$ cat src/hdl/cdfs_pkg.sv
package cdfs_pkg;

  // table geometry
  localparam int BINS     = 256;
  localparam int BIN_W    = $clog2(BINS);
  localparam int WEIGHT_W = 16;
  localparam int FRAC_W   = 16;
  localparam int PFX_W    = 24;
  localparam int HIT_W    = 16;
  localparam int PROD_W   = PFX_W + FRAC_W;

  localparam logic [BIN_W:0]   BINS_CNT = (BIN_W + 1)'(BINS);
  localparam logic [PFX_W-1:0] PFX_MAX  = '1;
  localparam logic [HIT_W-1:0] HIT_MAX  = '1;

  // request types
  localparam logic REQ_LOAD = 1'b0;
  localparam logic REQ_DRAW = 1'b1;

  // result status codes
  localparam logic ST_OK    = 1'b0;
  localparam logic ST_EMPTY = 1'b1;

  // control from the search sequencer to the hit counter store
  typedef struct packed {
    logic             clear;
    logic [BIN_W-1:0] rd_addr;
    logic             incr;
    logic [BIN_W-1:0] incr_addr;
  } cdfs_cnt_ctrl_t;

endpackage

$ cat src/hdl/cdfs_counter.sv
module cdfs_counter import cdfs_pkg::*; (
  input  logic             clk,
  input  logic             rst_n,
  input  cdfs_cnt_ctrl_t   ctrl,
  output logic [HIT_W-1:0] cnt_new
);

  logic [HIT_W-1:0] cnt_mem [BINS];
  logic [BINS-1:0]  vld_r;
  logic [HIT_W-1:0] cnt_q_r;
  logic             vld_q_r;

  // per-entry valid bits, a cleared entry reads as zero
  always_ff @(posedge clk) begin
    if (!rst_n) begin
      vld_r <= '0;
    end else if (ctrl.clear) begin
      vld_r <= '0;
    end else if (ctrl.incr) begin
      vld_r[ctrl.incr_addr] <= 1'b1;
    end
  end

  // count memory, registered read
  always_ff @(posedge clk) begin
    if (ctrl.incr) begin
      cnt_mem[ctrl.incr_addr] <= cnt_new;
    end
    cnt_q_r <= cnt_mem[ctrl.rd_addr];
    vld_q_r <= vld_r[ctrl.rd_addr];
  end

  // saturating increment of the entry read last cycle
  always_comb begin
    if (!vld_q_r) begin
      cnt_new = HIT_W'(1);
    end else if (cnt_q_r == HIT_MAX) begin
      cnt_new = HIT_MAX;
    end else begin
      cnt_new = cnt_q_r + HIT_W'(1);
    end
  end

endmodule

$ cat config.mk
export PLATFORM = sky130hd
export DESIGN_NAME = cdfs_counter
export DESIGN_NICKNAME = d
export VERILOG_FILES = /design/src/hdl/cdfs_pkg.sv /design/src/hdl/cdfs_counter.sv
export SDC_FILE = /design/constraint.sdc
export NUM_CORES = 2
export LEC_CHECK = 0
export BUFFER_PORTS_ARGS = -buffer_cell sky130_fd_sc_hd__buf_4
export CORE_UTILIZATION = 25
export CTS_BUF_LIST = sky130_fd_sc_hd__clkbuf_8 sky130_fd_sc_hd__clkbuf_16
export DETAILED_ROUTE_END_ITERATION = 10
export PLACE_DENSITY = 0.35
export SYNTH_ARGS = -nofsm -noshare
export SYNTH_HDL_FRONTEND = slang
export SYNTH_SLANG_ARGS = --single-unit
$ cat constraint.sdc
create_clock -name clk -period 19.3 [get_ports clk]
set_clock_uncertainty 0.15 [all_clocks]
set_input_delay 0 -clock clk [delete_from_list [all_inputs] [get_ports clk]]
set_output_delay 0 -clock clk [all_outputs]
set_load 0.05 [all_outputs]
==> flow_summary.yaml <==
status:
  violations: "max-capacitance violations, max-slew violations"
  status: "complete, but fails checks"
clocking:
  cts-resized-gates: 0
  cts_buffers: 484
  hold_buffers: 29
  cts_tree: "yes"
  post_cts_buffers: 0
  cts_root_buffer: "clkbuf_16"
  clock-sinks: 4369
  path_clk_slew_ps: 60
  htree_num_levels: 5
  clk_latency_ps: 1050
  clk_path_buf_depth: 4
sta:
  finalHoldViolations: 0
  rsz0062_at_grt: "no"
  setup_violations: 0
  relSlewSlack: -0.0689
  final.period_utilization: 0.307
  final_max_slew_viol_count: 72
  tns_ps: 0
  period_needed_ps: 5920
  worst_pin_slew_ps: 1600
  setup_slack_ps: 13380
  clock.fmax_ghz: 0.169
  hold_slack_ps: 129
global_routing:
  grt_max_degree: 210
  grt_pass1_wl_microns: 814000
  grt_pass1_vias: 89400
  antenna_found_initial: 80
  overflow: 0
  grt_use_total: 0.173
detailed_routing:
  vias_per_cell: 4.79
  drt-total-wl_microns: 606000
  wl_met1_microns: 271000
  ant_nets: 0
  drt_first_pass_iters: 5
  wl_met3_microns: 31000
  wire_per_inst_microns: 33.1
  first_iter_violations: 9001
  via_count: 87700
  drcViolationCount: 0
  met2WireLength_microns: 290000
  topRoutingLayerUsed: "met5"
synthesis:
  async_flop_share: 0
  yosys.area.top_type_share: 0.726
  synth_enable_flop_cells: 4096
  ys_warn_count: 0
  synth_area_sq_um: 169000
  yosysUniqueCellTypes: 77
  synthTopCellsByArea: "edfxtp_1 (73%), mux4_2 (11%), mux2i_1 (3.3%)"
  ys_ff_latch: 4369
  synthFlopType: "edfxtp_1"
  yosys.area.top_type: "edfxtp_1"
  synthesis.instances: 8454
  postSynthAreaPerCell_sq_um: 20.0
  syn_nets: 8475
  ys_seq_area_frac: 0.758
worst_setup_path:
  critPathMaxFanout: 86
  startpoint_type: "flip-flop"
  path_class: "reg -> out"
  end_kind: "primary output"
  worstPathArrival_ps: 5770
  crit_required_ps: 19150
  reg2reg_depth: 9
final_layout:
  fill_cells: 65800
  fin_nets: 8922
  post-route-util: 0.295
  syn_to_final_growth_pct: 17.1
  multiInputGateArea_sq_um: 38700
  drive_gt1_frac: 0.249
  final_cells: 18300
  seqCellArea_sq_um: 128000
  stdcell_area_sq_um: 198000
worst_hold_path:
  hold_depth: 7
  holdCritPathClass: "in -> reg"
power_and_ir_drop:
  p_leak_nw: 62.6
  power_density_nw_per_um2: 108
  ir_drop_mv: 0.0760
  fin_total_pwr_mw: 21.4
place:
  dpl_cell_area_sq_um: 182000
  port_buffers: 35
  pre_cts_ws_ps: 12200
  place_congestion: 0.802
  dp.cells: 17300
  hpwl_microns: 365000
floorplan:
  core_area_sq_um: 673000
  die_w_microns: 825
  die_h_microns: 825
  std_cell_rows: 301
  dieArea_sq_um: 681000
  initial_core_util: 0.252
  io_pins: 36
flow_run:
  maxCapViolations: 2
-- state kept, by name, indices dropped and copies added (netlist names) --
| register | cells |
|---|---|
| vld_q_r | 1 |
| cnt_q_r | 16 |
| vld_r | 256 |
| cnt_mem | 4096 |
-- worst max-delay path, cell delays in order, from the launching register on --
cell	delay, ps
dfxtp_1	430
ha_1	220
and3_1	190
and3_1	290
and3_1	260
and2_1	170
nand4_1	310
o21ai_0	210
and2_4	450
buf_4	890
buf_4	730
buf_4	330
-- cell type report --
class | instances | share of cell area
antenna | 43 | 0.000542
clock buffer | 528 | 0.0642
clock inverter | 390 | 0.0158
inverter | 4 | 0.0000883
multi-input combinational | 3567 | 0.195
sequential | 4369 | 0.648
tap | 8938 | 0.0564
timing repair buffer | 475 | 0.0202
-- Yosys cell counts (10+ instances only) --
library cell,number
a211o_1,11
a2111oi_0,10
o32ai_1,12
nand3_1,54
o21ba_2,29
clkbuf_1,209
nor3_1,73
edfxtp_1,4096
or2_2,10
buf_2,117
nand4_1,20
buf_1,33
a22o_1,56
o21ai_0,79
a221oi_1,58
and2_1,11
mux2_2,16
o221ai_1,129
and3_1,10
nor2b_1,12
buf_8,29
mux4_1,71
a211oi_1,28
buf_6,74
dfxtp_1,273
o22ai_1,182
o22a_1,13
a31oi_1,11
o21a_1,11
nand2_1,78
a21oi_1,130
nor2_1,856
a22oi_1,65
nor4_1,63
nand2b_1,15
mux2i_1,550
buf_4,21
mux4_2,793
buf_12,31
-- metal layers --
metal  GRT usage  up-vias
met5           0        -
met1       0.241    48400
met4      0.0381        8
met3      0.0258      629
met2       0.287     2594
li1            -    36000
-- final timing paths --
kind	startpoint	endpoint	slack (ps)
max	cnt_q_r[0]	cnt_new[5]	13380
min	ctrl[10]	cnt_q_r[9]	130
max reg2reg	cnt_q_r[0]	cnt_mem[247][4]	14380
min reg2reg	vld_r[182]	vld_r[182]	310
-- cell usage in the layout, fill, tap and decap left out, types with 11 or more instances in the layout --
cell / n
buf_4: 415
mux2i_1: 550
nor2_1: 632
a211o_1: 11
o22a_1: 13
a21oi_1: 126
nand3_1: 42
nor4_2: 16
mux4_1: 71
mux4_2: 793
nand3_2: 11
bufinv_16: 42
nand2_1: 74
a211oi_1: 28
o32ai_1: 12
diode_2: 43
nor2_4: 78
nor4_1: 50
nor3_1: 70
clkinv_1: 88
inv_6: 12
o22ai_1: 182
inv_1: 125
a22o_1: 56
a22oi_1: 65
nor2_2: 146
o21ba_2: 29
dfxtp_1: 273
edfxtp_1: 4096
nand2b_1: 12
clkinv_2: 95
nand4_1: 20
clkbuf_16: 486
mux2_2: 16
o21ai_0: 74
buf_12: 22
clkbuf_8: 43
o221ai_1: 129
a221oi_1: 50
dlygate4sd3_1: 28
-- logic make-up after synthesis --
kind of cell               Yosys count  synth area share
and+or+nand+nor                   1245            0.0320
xor gates and xnor gates            10          0.000517
muxes                             1430             0.150
buffers and inverters              518            0.0210
AOI/OAI and AO/OA                  881            0.0380
adders and majority gates            1         0.0000739
DFF                               4369             0.758
-- power breakdown --
part / internal, mW / total, mW / switching, mW / leakage (nW)
sequential: 10.7 / 10.7 / 0.0161 / 39.6
clock: 5.29 / 9.23 / 3.95 / 8.29
combinational: 0.339 / 1.47 / 1.13 / 14.7
total: 16.3 / 21.4 / 5.09 / 62.6
Note: power is estimated with default switching activity, not from simulation.
